File: src/design/rlpe_pkg.sv
package rlpe_pkg;

    // configuration register indexes
    localparam logic [2:0] REG_ONE_HIGH  = 3'd0;
    localparam logic [2:0] REG_ONE_LOW   = 3'd1;
    localparam logic [2:0] REG_ZERO_HIGH = 3'd2;
    localparam logic [2:0] REG_ZERO_LOW  = 3'd3;
    localparam logic [2:0] REG_LATCH     = 3'd4;

    localparam int CFG_ADDR_W = 3;
    localparam int LEN_W      = 16;
    localparam int PIX_W      = 24;
    localparam int IN_DATA_W  = 24;
    localparam int OUT_DATA_W = 24;

    // register values after reset
    localparam logic [LEN_W-1:0] ONE_HIGH_RST  = 16'd53;
    localparam logic [LEN_W-1:0] ONE_LOW_RST   = 16'd27;
    localparam logic [LEN_W-1:0] ZERO_HIGH_RST = 16'd25;
    localparam logic [LEN_W-1:0] ZERO_LOW_RST  = 16'd56;
    localparam logic [LEN_W-1:0] LATCH_RST     = 16'd10000;

    // 24 bit segment pairs plus one latch segment
    localparam int SEGS_PER_PIXEL = 49;
    localparam int SEG_CNT_W      = $clog2(SEGS_PER_PIXEL);
    localparam logic [SEG_CNT_W-1:0] LATCH_SEG = SEG_CNT_W'(SEGS_PER_PIXEL - 1);

    // pixel queue depth, valid range 2 to 32
    localparam int QUEUE_DEPTH_DEF = 2;

    // head of the pixel queue, in transmit order (green, red, blue, msb first)
    typedef struct packed {
        logic             valid;
        logic [PIX_W-1:0] grb;
    } px_t;

endpackage

File: src/design/rlpe_front.sv
module rlpe_front #(
    parameter int QUEUE_DEPTH = rlpe_pkg::QUEUE_DEPTH_DEF
) (
    input  logic                           aclk,
    input  logic                           aresetn,
    input  logic                           s_tvalid,
    output logic                           s_tready,
    input  logic [rlpe_pkg::IN_DATA_W-1:0] s_tdata,
    input  logic                           pop,
    output rlpe_pkg::px_t                  px
);

    localparam int PTR_W = $clog2(QUEUE_DEPTH);
    localparam int CNT_W = $clog2(QUEUE_DEPTH + 1);
    localparam logic [PTR_W-1:0] PTR_LAST = PTR_W'(QUEUE_DEPTH - 1);
    localparam logic [CNT_W-1:0] CNT_FULL = CNT_W'(QUEUE_DEPTH);

    logic [rlpe_pkg::PIX_W-1:0] queue_reg [QUEUE_DEPTH];
    logic [PTR_W-1:0] wr_ptr_reg, wr_ptr_next;
    logic [PTR_W-1:0] rd_ptr_reg, rd_ptr_next;
    logic [CNT_W-1:0] count_reg, count_next;
    logic             push;
    logic [rlpe_pkg::PIX_W-1:0] grb;

    // reorder the pixel into transmit order
    assign grb = {s_tdata[15:8], s_tdata[7:0], s_tdata[23:16]};

    assign s_tready = (count_reg != CNT_FULL);
    assign push     = s_tvalid && s_tready;

    assign px.valid = (count_reg != '0);
    assign px.grb   = queue_reg[rd_ptr_reg];

    // pointer and occupancy update
    always_comb begin
        wr_ptr_next = wr_ptr_reg;
        rd_ptr_next = rd_ptr_reg;
        count_next  = count_reg;
        if (push) begin
            wr_ptr_next = (wr_ptr_reg == PTR_LAST) ? '0 : wr_ptr_reg + 1'b1;
        end
        if (pop) begin
            rd_ptr_next = (rd_ptr_reg == PTR_LAST) ? '0 : rd_ptr_reg + 1'b1;
        end
        if (push && !pop) begin
            count_next = count_reg + 1'b1;
        end else if (pop && !push) begin
            count_next = count_reg - 1'b1;
        end
    end

    always_ff @(posedge aclk) begin
        if (!aresetn) begin
            wr_ptr_reg <= '0;
            rd_ptr_reg <= '0;
            count_reg  <= '0;
        end else begin
            wr_ptr_reg <= wr_ptr_next;
            rd_ptr_reg <= rd_ptr_next;
            count_reg  <= count_next;
        end
    end

    // queue storage
    always_ff @(posedge aclk) begin
        if (push) begin
            queue_reg[wr_ptr_reg] <= grb;
        end
    end

endmodule

File: src/design/rlpe_back.sv
module rlpe_back (
    input  logic                            aclk,
    input  logic                            aresetn,
    input  logic                            cfg_we,
    input  logic [rlpe_pkg::CFG_ADDR_W-1:0] cfg_addr,
    input  logic [rlpe_pkg::LEN_W-1:0]      cfg_wdata,
    input  rlpe_pkg::px_t                   px,
    output logic                            pop,
    output logic                            m_tvalid,
    input  logic                            m_tready,
    output logic [rlpe_pkg::OUT_DATA_W-1:0] m_tdata,
    output logic                            m_tlast
);

    logic [rlpe_pkg::LEN_W-1:0] one_high_reg, one_low_reg, zero_high_reg, zero_low_reg;
    logic [rlpe_pkg::LEN_W-1:0] latch_reg;

    logic                              busy_reg, busy_next;
    logic [rlpe_pkg::SEG_CNT_W-1:0]    seg_cnt_reg, seg_cnt_next;
    logic [rlpe_pkg::PIX_W-1:0]        word_reg, word_next;
    logic                              valid_reg, valid_next;
    logic                              level_reg, level_next;
    logic [rlpe_pkg::LEN_W-1:0]        len_reg, len_next;
    logic                              last_reg, last_next;
    logic                              out_adv;
    logic                              bit_val;

    // configuration registers
    always_ff @(posedge aclk) begin
        if (!aresetn) begin
            one_high_reg  <= rlpe_pkg::ONE_HIGH_RST;
            one_low_reg   <= rlpe_pkg::ONE_LOW_RST;
            zero_high_reg <= rlpe_pkg::ZERO_HIGH_RST;
            zero_low_reg  <= rlpe_pkg::ZERO_LOW_RST;
            latch_reg     <= rlpe_pkg::LATCH_RST;
        end else if (cfg_we) begin
            case (cfg_addr)
                rlpe_pkg::REG_ONE_HIGH:  one_high_reg  <= cfg_wdata;
                rlpe_pkg::REG_ONE_LOW:   one_low_reg   <= cfg_wdata;
                rlpe_pkg::REG_ZERO_HIGH: zero_high_reg <= cfg_wdata;
                rlpe_pkg::REG_ZERO_LOW:  zero_low_reg  <= cfg_wdata;
                rlpe_pkg::REG_LATCH:     latch_reg     <= cfg_wdata;
                default: ;
            endcase
        end
    end

    assign out_adv = !valid_reg || m_tready;
    assign bit_val = word_reg[rlpe_pkg::PIX_W-1];

    // segment sequencer, one segment per cycle into the output register while it can advance
    always_comb begin
        busy_next    = busy_reg;
        seg_cnt_next = seg_cnt_reg;
        word_next    = word_reg;
        valid_next   = valid_reg;
        level_next   = level_reg;
        len_next     = len_reg;
        last_next    = last_reg;
        pop          = 1'b0;
        if (busy_reg) begin
            if (out_adv) begin
                valid_next = 1'b1;
                if (seg_cnt_reg == rlpe_pkg::LATCH_SEG) begin
                    level_next   = 1'b0;
                    len_next     = latch_reg;
                    last_next    = 1'b1;
                    // take the next pixel straight away
                    pop          = px.valid;
                    busy_next    = px.valid;
                    word_next    = px.grb;
                    seg_cnt_next = '0;
                end else begin
                    last_next    = 1'b0;
                    seg_cnt_next = seg_cnt_reg + 1'b1;
                    if (!seg_cnt_reg[0]) begin
                        level_next = 1'b1;
                        len_next   = bit_val ? one_high_reg : zero_high_reg;
                    end else begin
                        level_next = 1'b0;
                        len_next   = bit_val ? one_low_reg : zero_low_reg;
                        word_next  = {word_reg[rlpe_pkg::PIX_W-2:0], 1'b0};
                    end
                end
            end
        end else begin
            if (out_adv) begin
                valid_next = 1'b0;
            end
            if (px.valid) begin
                pop          = 1'b1;
                busy_next    = 1'b1;
                word_next    = px.grb;
                seg_cnt_next = '0;
            end
        end
    end

    always_ff @(posedge aclk) begin
        if (!aresetn) begin
            busy_reg    <= 1'b0;
            valid_reg   <= 1'b0;
            seg_cnt_reg <= '0;
        end else begin
            busy_reg    <= busy_next;
            valid_reg   <= valid_next;
            seg_cnt_reg <= seg_cnt_next;
        end
    end

    // payload registers
    always_ff @(posedge aclk) begin
        word_reg  <= word_next;
        level_reg <= level_next;
        len_reg   <= len_next;
        last_reg  <= last_next;
    end

    assign m_tvalid = valid_reg;
    assign m_tdata  = {(rlpe_pkg::OUT_DATA_W - rlpe_pkg::LEN_W - 1)'(0), len_reg, level_reg};
    assign m_tlast  = last_reg;

endmodule

File: src/design/rgb_led_pulse_encoder.sv
// RGB LED pulse encoder. Each input transaction carries one pixel; the block
// sends it green, red, blue, msb first, as 49 output transactions: a high and
// a low segment per data bit, lengths from the one/zero length registers,
// then one low latch segment flagged by m_tlast. The segment sequencer emits
// one segment per cycle while m_tready stays high, and a queued pixel follows
// the previous one with no gap; a pixel accepted into an idle block is loaded
// from the queue into the sequencer before its first segment is output. A
// queue of QUEUE_DEPTH pixels (2 to 32) lets the input side run ahead of the
// output. Registers reset to 53, 27, 25, 56 and 10000 delay units; write them
// only while no pixel is in flight. Writes to an index beyond 4 are ignored.
module rgb_led_pulse_encoder #(
    parameter int QUEUE_DEPTH = rlpe_pkg::QUEUE_DEPTH_DEF
) (
    input  logic                            aclk,
    input  logic                            aresetn,
    input  logic                            cfg_we,
    input  logic [rlpe_pkg::CFG_ADDR_W-1:0] cfg_addr,
    input  logic [rlpe_pkg::LEN_W-1:0]      cfg_wdata,
    input  logic                            s_tvalid,
    output logic                            s_tready,
    input  logic [rlpe_pkg::IN_DATA_W-1:0]  s_tdata,  // red[7:0], green[15:8], blue[23:16]
    output logic                            m_tvalid,
    input  logic                            m_tready,
    output logic [rlpe_pkg::OUT_DATA_W-1:0] m_tdata,  // line_level[0], seg_length[16:1], pad
    output logic                            m_tlast
);

    rlpe_pkg::px_t px;
    logic          pop;

    // input side: pixel queue
    rlpe_front #(
        .QUEUE_DEPTH(QUEUE_DEPTH)
    ) u_front (
        .aclk     (aclk),
        .aresetn  (aresetn),
        .s_tvalid (s_tvalid),
        .s_tready (s_tready),
        .s_tdata  (s_tdata),
        .pop      (pop),
        .px       (px)
    );

    // output side: segment sequencer and registers
    rlpe_back u_back (
        .aclk      (aclk),
        .aresetn   (aresetn),
        .cfg_we    (cfg_we),
        .cfg_addr  (cfg_addr),
        .cfg_wdata (cfg_wdata),
        .px        (px),
        .pop       (pop),
        .m_tvalid  (m_tvalid),
        .m_tready  (m_tready),
        .m_tdata   (m_tdata),
        .m_tlast   (m_tlast)
    );

    // a pixel leaves the queue only when one is there
    assert property (@(posedge aclk) disable iff (!aresetn) pop |-> px.valid)
        else $error("pixel popped from empty queue");

    // the latch segment is always low
    assert property (@(posedge aclk) disable iff (!aresetn)
        (m_tvalid && m_tlast) |-> !m_tdata[0])
        else $error("latch segment driven high");

    // no output transaction right after reset
    assert property (@(posedge aclk) !aresetn |=> !m_tvalid)
        else $error("output valid after reset");

    // pad bits of the output stay zero
    assert property (@(posedge aclk) disable iff (!aresetn)
        m_tvalid |-> (m_tdata[rlpe_pkg::OUT_DATA_W-1:rlpe_pkg::LEN_W+1] == '0))
        else $error("output pad bits not zero");

endmodule

File: config.mk
export PLATFORM = sky130hd
export DESIGN_NAME = rgb_led_pulse_encoder
export DESIGN_NICKNAME = d
export VERILOG_FILES = /design/src/design/rlpe_pkg.sv /design/src/design/rlpe_front.sv /design/src/design/rlpe_back.sv /design/src/design/rgb_led_pulse_encoder.sv
export SDC_FILE = /design/constraint.sdc
export NUM_CORES = 1
export LEC_CHECK = 0
export ABC_AREA = 1
export BUFFER_PORTS_ARGS = -buffer_cell sky130_fd_sc_hd__buf_2
export CORE_AREA = 3 3 116 174
export CTS_CLUSTER_DIAMETER = 50
export DETAILED_ROUTE_END_ITERATION = 16
export DIE_AREA = 0 0 119 177
export PLACE_DENSITY = 0.62
export SLEW_MARGIN = 20
export SYNTH_ARGS = -nofsm -noshare
export SYNTH_HDL_FRONTEND = slang
export SYNTH_SLANG_ARGS = --single-unit
File: constraint.sdc
create_clock -name aclk -period 2.4 [get_ports aclk]
set_input_delay 0.48 -clock aclk [delete_from_list [all_inputs] [get_ports aclk]]
set_output_delay 0.48 -clock aclk [all_outputs]
set_load 0.01 [all_outputs]
==> results of run 1 <==
-- worst min-delay path by stage --
stage                                               startpoint                                    to  slack (ns)  depth (start not counted)
after floorplan           u_back.one_high_reg[10]$_SDFFE_PN0P_  u_back.one_high_reg[10]$_SDFFE_PN0P_        0.43                          2
after global placement    u_back.zero_low_reg[10]$_SDFFE_PN0P_  u_back.zero_low_reg[10]$_SDFFE_PN0P_        0.44                          2
after detailed placement  u_back.one_high_reg[11]$_SDFFE_PN0P_  u_back.one_high_reg[11]$_SDFFE_PN0P_        0.44                          2
after CTS                                           s_tdata[0]     u_front.queue_reg[1][8]$_DFFE_PP_        0.21                          1
after global routing                                s_tdata[0]     u_front.queue_reg[1][8]$_DFFE_PP_        0.21                          1
final                                               s_tdata[0]     u_front.queue_reg[1][8]$_DFFE_PP_        0.23                          1
-- power groups by stage --
| stage | Clock (mW) | Combinational [mW] | Sequential (mW) |
|---|---|---|---|
| after CTS | 2.77 | 2.29 | 4.27 |
| after global placement | 0 | 2.26 | 4.32 |
| final | 2.69 | 2.24 | 4.26 |
| after global routing | 2.89 | 2.54 | 4.32 |
| after floorplan | 0 | 1.56 | 4.35 |
| after detailed placement | 0 | 2.28 | 4.33 |
-- cell usage in the layout (no fill, tap or decap), types with 7 or more instances in the layout --
master       n
a21oi_1     38
a31oi_1     33
buf_2       67
buf_4       19
clkbuf_16   17
conb_1       7
dfxtp_1     93
edfxtp_1    90
inv_1       49
nand2_1    140
nand3_1     23
nor2_1     153
o21ai_0    100
-- critical path, cell delays in order, from the launching register on --
cell     delay [ns]
dfxtp_1        0.34
inv_1          0.06
ha_1           0.20
nand3_4        0.09
nand2_2        0.27
nand2_2        0.11
o21ai_2        0.11
buf_12         0.21
-- metal layers --
| metal | global-route usage (%) | up-vias |
|---|---|---|
| met4 | 6.96 | 0 |
| met2 | 28.2 | 99 |
| li1 | - | 2802 |
| met3 | 2.91 | 22 |
| met5 | 0 | - |
| met1 | 19.3 | 2548 |
-- area by class of cell --
| cell class | count | area [um2] |
|---|---|---|
| fill | 1841 | 10100 |
| sequential | 183 | 4560 |
| multi-input combinational | 523 | 2380 |
| timing repair buffer | 89 | 538 |
| clock buffer | 17 | 425 |
| tap | 252 | 315 |
| inverter | 53 | 201 |
| clock inverter | 15 | 154 |
-- logic make-up (layout without fill, tap and decap cells) --
family | Yosys count | after routing | share of synthesized area (%)
compound gates | 180 | 180 | 12.9
fa+ha+maj | 3 | 3 | 0.505
buf+inv | 106 | 174 | 7.03
flops | 183 | 183 | 61.4
other cells | 1 | 7 | 0.0504
simple gates | 333 | 333 | 18.2
-- per-stage QoR --
stage,util (%),std cells
detailed placement,42.8,1100
global placement,42.8,1100
finish,45.9,1132
CTS,45.9,1132
floorplan,-,812
global route,45.9,1132
==> impl_metrics.csv, run 1 <==
group,metric,value,unit
run_status,outcome,"finished, final reports clean",
route,routed_wl,16300,um
route,vias,5471,
route,drt-met1-wl,7000,um
logic_synthesis,yosysUniqueCellTypes,29,
sta,tightestPinTransition,0.808,ns
floorplanning,start_util,39.8,%
logic_synthesis,synth_top_area_cell,"edfxtp_1",
clock_network,h-tree-depth,4,
clock_network,ctsLongestPathBuffers,2,
route,dr_wl_met2,8520,um
clock_network,cts.sinks,183,
sta,hold_ws,0.228,ns
pwr,p_per_area,1070,nW/um2
layout,nNetsFinal,918,
clock_network,holdBufCountCts,0,
logic_synthesis,netlist_top_cells_area,"edfxtp_1 36%, dfxtp_1 25%, nor2_1 7.8%",
clock_network,numCtsBuffers,17,
logic_synthesis,syn_inst,806,
pwr,combPwrFrac,24.4,%
sta,slew_headroom,46.1,%
sta,slew_viol_final,0,
critical_path,cp.required,2.52,ns
critical_path,timing.critical_path.fanout_max,24,
flow_run,max-cap-violations,0,
floorplanning,core,18700,um2
clock_network,post_cts_buffers,0,
logic_synthesis,yosysWarningCount,0,
global_routing,antenna_found_initial,0,
layout,drive_above_1_share,16.1,%
route,wl_met3,528,um
layout,largest_reg_flops,48,
pwr,power.switching,3.01,mW
floorplanning,die_area,21100,um2
logic_synthesis,synthMostInstantiatedCell,"nor2_1",
clock_network,insertion_delay,0.44,ns
sta,finalWorstSetupSlack,0.691,ns
route,antenna_left,0,
logic_synthesis,synth_common_cells,"155 x nor2_1, 140 x nand2_1, 100 x o21ai_0, 93 x dfxtp_1, 90 x edfxtp_1",
floorplanning,ios,75,
global_routing,grt_pass1_vias,5161,
placed_design,pre_cts_slack,0.474,ns
floorplanning,die_h,177,um
pwr,vdd_drop_max,478,uV
pwr,switching_share,32.7,%
route,wire_per_inst,14.4,um
pwr,seq_power_share,46.3,%
critical_path,cp.arrival,1.83,ns
critical_path,cp-startpoint,"u_back.seg_cnt_reg[1]$_SDFFE_PN0P_",
sta,finalCritPeriodShare,71.2,%
pwr,p_total,9.19,mW
min_path,hold_class,"in2reg",
critical_path,rr_worst_depth,7,
sta,fin_tns_setup,0,ns
pwr,pwr-share-clk,29.3,%
global_routing,grt_max_degree,44,
sta,rsz0062_at_grt,"false",
sta,skew,0.0188,ns
route,drc,0,
route,first_pass_iters,4,
clock_network,path_clk_slew,0.08,ns
logic_synthesis,ys.flop_type,"dfxtp_1",
clock_network,clk_root_buffer_cell,"clkbuf_16",
logic_synthesis,async_flop_share,0,%
placed_design,port_buffers,67,
placed_design,hpwl,10600,um
logic_synthesis,yosysSeqAreaShare,61.4,%
placed_design,placed_area,8000,um2
clock_network,post_cts_resized,0,
sta,hold_viol,0,
sta,setup_viol,0,
critical_path,crit_end,"u_back.word_reg[20]$_DFFE_PP_",
layout,fin_area,8580,um2
placed_design,gp_congestion,0.761,
route,via_per_inst,4.83,
global_routing,grt_first_pass_wirelength,26500,um
global_routing,track_usage,16.1,%
logic_synthesis,syn-cell-area,7440,um2
clock_network,cts_tree,"built",
sta,fmax,585,MHz
logic_synthesis,synth_edf_count,90,
logic_synthesis,synth_top_cell_area_share,36.3,%
layout,syn_to_final_growth,15.3,%
sta,finalCriticalPeriod,1.71,ns
floorplanning,rows,61,
critical_path,endpoint_kind,"register",
critical_path,rrSetupSlack,0.69,ns
route,routed.top_layer,"met4",
floorplanning,die_w,119,um
route,drt_iter0_markers,428,
global_routing,grt_overflow,0,
pwr,power.internal,6.19,mW
logic_synthesis,synth_area_per_cell,9.23,um2
pwr,p_leak,3.44,nW
critical_path,worstSetupPathType,"reg2reg",
critical_path,start_kind,"register",
logic_synthesis,synth_seq_cells,183,
critical_path,r2r_start,"u_back.seg_cnt_reg[1]$_SDFFE_PN0P_",
critical_path,r2r_end,"u_back.word_reg[20]$_DFFE_PP_",
layout,antenna_cells,0,
No activity file was read; power rests on OpenSTA's default activity.
==> inputs of run 2 (changes only) <==
--- a/config.mk
+++ b/config.mk
@@ -5,13 +5,13 @@
 export SDC_FILE = /design/constraint.sdc
 export NUM_CORES = 1
 export LEC_CHECK = 0
-export ABC_AREA = 1
+export ABC_AREA = 0
 export BUFFER_PORTS_ARGS = -buffer_cell sky130_fd_sc_hd__buf_2
-export CORE_AREA = 3 3 116 174
+export CORE_AREA = 3 3 115 172
 export CTS_CLUSTER_DIAMETER = 50
 export DETAILED_ROUTE_END_ITERATION = 16
-export DIE_AREA = 0 0 119 177
-export PLACE_DENSITY = 0.62
+export DIE_AREA = 0 0 118 175
+export PLACE_DENSITY = 0.64
 export SLEW_MARGIN = 20
 export SYNTH_ARGS = -nofsm -noshare
 export SYNTH_HDL_FRONTEND = slang
==> constraint.sdc (replaced) <==
create_clock -name aclk -period 1.4 [get_ports aclk]
set_input_delay 0.28 -clock aclk [delete_from_list [all_inputs] [get_ports aclk]]
set_output_delay 0.28 -clock aclk [all_outputs]
set_load 0.01 [all_outputs]
==> run 2 against run 1 <==
The run now ends with setup timing left. Combinational power up 91%. Global-route usage up 0.20 points. Synthesized cell count down 15%. Largest power group unchanged.
==> impl_metrics.csv, run 2 <==
group,metric,value,unit
layout,multi_input_area,2630,um2
layout,layout_common_cells,"234 x nand2_1, 90 x edfxtp_1, 88 x dfxtp_1",
layout,fin_area,9250,um2
layout,drive_above_1_share,28.3,%
logic_synthesis,synth_edf_count,90,
logic_synthesis,synthSimpleGateAreaFrac,16.5,%
logic_synthesis,synth.area.mux_share,8.24,%
layout,stdcell_count,1055,
placed_design,gp_congestion,0.772,
clock_network,path_clk_slew,0.07,ns
floorplanning,start_util,39.3,%
global_routing,grt_pass1_vias,5115,
sta,skew,0.0108,ns
clock_network,cts_tree,"built",
logic_synthesis,syn-cell-area,7280,um2
run_status,outcome,"complete, but fails checks",
global_routing,grt_first_pass_wirelength,26500,um
logic_synthesis,netlist_top_cells_area,"edfxtp_1 37%, dfxtp_1 26%, nand2_1 12%",
global_routing,antenna_found_initial,1,
logic_synthesis,async_flop_share,0,%
layout,final_common_cell,"nand2_1",
route,drt-met1-wl,6520,um
flow_run,max-cap-violations,0,
pwr,p_leak,3.49,nW
logic_synthesis,ys.flop_type,"dfxtp_1",
pwr,vdd_drop_max,869,uV
route,routed.top_layer,"met5",
logic_synthesis,yosysUniqueCellTypes,36,
critical_path,start_kind,"register",
layout,syn_to_final_growth,27.0,%
sta,fmax,579,MHz
placed_design,dp_cells,1013,
layout,antenna_cells,0,
clock_network,numCtsBuffers,17,
min_path,hold_class,"in2reg",
layout,largest_reg_flops,48,
route,drc,0,
critical_path,endpoint_kind,"register",
floorplanning,die_w,118,um
route,antenna_left,0,
route,drt_iter0_markers,403,
sta,finalWorstSetupSlack,-0.328,ns
floorplanning,die_h,175,um
run_status,violations,"setup timing",
critical_path,cp.required,1.75,ns
logic_synthesis,syn_inst,684,
clock_network,holdBufCountCts,0,
floorplanning,rows,61,
placed_design,placed_area,8370,um2
global_routing,track_usage,16.3,%
floorplanning,core,18500,um2
route,dr_wl_met2,9170,um
logic_synthesis,synth_area_per_cell,10.6,um2
placed_design,pre_cts_slack,-0.358,ns
route,routed_wl,16600,um
sta,finalCriticalPeriod,1.73,ns
clock_network,clk_root_buffer_cell,"clkbuf_16",
critical_path,timing.critical_path.fanout_max,2,
critical_path,worstSetupPathType,"reg2reg",
floorplanning,die_area,20700,um2
route,via_per_inst,4.90,
placed_design,port_buffers,67,
clock_network,h-tree-depth,4,
global_routing,grt_max_degree,44,
logic_synthesis,synth_top_cell_area_share,37.1,%
sta,setup_viol,72,
sta,finalCritPeriodShare,123,%
logic_synthesis,synth_compound_area_share,7.80,%
placed_design,hpwl,11000,um
layout,fillers,1668,
clock_network,insertion_delay,0.42,ns
clock_network,cts.sinks,183,
logic_synthesis,yosys.area_share.adder,0.515,%
pwr,p_per_area,1750,nW/um2
logic_synthesis,synthMostInstantiatedCell,"nand2_1",
logic_synthesis,yosysWarningCount,0,
logic_synthesis,yosysSeqAreaShare,62.7,%
sta,slew_viol_final,0,
logic_synthesis,synth_common_cells,"236 x nand2_1, 93 x dfxtp_1, 90 x edfxtp_1, 71 x a21oi_1, 29 x o21ai_0",
global_routing,grt_overflow,0,
sta,rsz0062_at_grt,"true",
route,first_pass_iters,5,
route,vias,5169,
logic_synthesis,synth-xor-area-share,0.361,%
logic_synthesis,synth_seq_cells,183,
floorplanning,ios,75,
route,wl_met3,562,um
sta,hold_viol,0,
logic_synthesis,synth_top_family_by_area,"simple AND/OR/NAND/NOR gates",
clock_network,ctsLongestPathBuffers,2,
layout,seq_area,4570,um2
route,wire_per_inst,15.7,um
layout,nNetsFinal,841,
critical_path,cp.arrival,2.08,ns
logic_synthesis,synth_top_area_cell,"edfxtp_1",
-- run 2: power by group --
group	internal [mW]	switching [mW]
combinational	2.04	2.22
clock	2.59	2.15
sequential	6.83	0.336
total	11.5	4.71
-- run 2: through the flow --
stage               utilization [%]  setup TNS, ns  power [mW]  hold WS (ns)
floorplan                         -         -14.46        9.38         0.379
global placement               45.2         -10.85        10.8         0.440
detailed placement             45.2         -11.47        10.9         0.445
CTS                            49.4         -11.20        16.2        0.0262
global route                   49.9         -15.52        17.0        0.0299
finish                         49.9         -11.03        16.2        0.0466
-- run 2: final cells by class --
class	instances	area share (%)
clock buffer	18	4.75
inverter	6	0.297
multi-input combinational	454	28.5
tap	252	3.41
timing repair buffer	128	12.0
clock inverter	14	1.64
sequential	183	49.4
-- run 2: metal layers --
metal,vias to the layer above,GRT usage [%]
met4,2,6.94
met5,-,0
met2,114,30.4
met1,2461,18.6
li1,2566,-
met3,26,2.20
-- run 2: final timing paths --
kind | slack [ns] | from | end | depth (start not counted)
max | -0.33 | u_back.seg_cnt_reg[2]$_SDFFE_PN0P_ | u_front.count_reg[1]$_SDFFE_PN0P_ | 8
min | 0.05 | s_tdata[1] | u_front.queue_reg[1][9]$_DFFE_PP_ | 1
max reg2reg | -0.33 | u_back.seg_cnt_reg[2]$_SDFFE_PN0P_ | u_front.count_reg[1]$_SDFFE_PN0P_ | 8
min reg2reg | 0.45 | u_back.zero_low_reg[11]$_SDFFE_PN0P_ | u_back.zero_low_reg[11]$_SDFFE_PN0P_ | 2
-- run 2: timing repair --
action | 4_1_cts | 5_1_grt
gates resized for setup | 59 | 23
setup buffers | 6 | 1
cloned | 5 | 0
endpoints found under the setup margin | 89 | 76
pin swaps | 19 | 11
-- run 2: kinds of logic (layout without fill, tap and decap cells) --
| family | Yosys count | in the layout |
|---|---|---|
| other cells | 1 | 7 |
| fa+ha+maj | 3 | 3 |
| flops | 183 | 183 |
| simple gates | 293 | 293 |
| compound gates | 108 | 108 |
| mux | 40 | 40 |
| buf+inv | 53 | 166 |
| xor+xnor | 3 | 3 |
-- run 2: worst max-delay path: stages, from the launching register on --
cell and delay, ns:
dfxtp_2 0.32, and4bb_4 0.34, nand2_4 0.05, o21ai_2 0.12
o21ai_1 0.10, ha_2 0.18, xor2_1 0.14, or3_1 0.30
a21oi_1 0.12
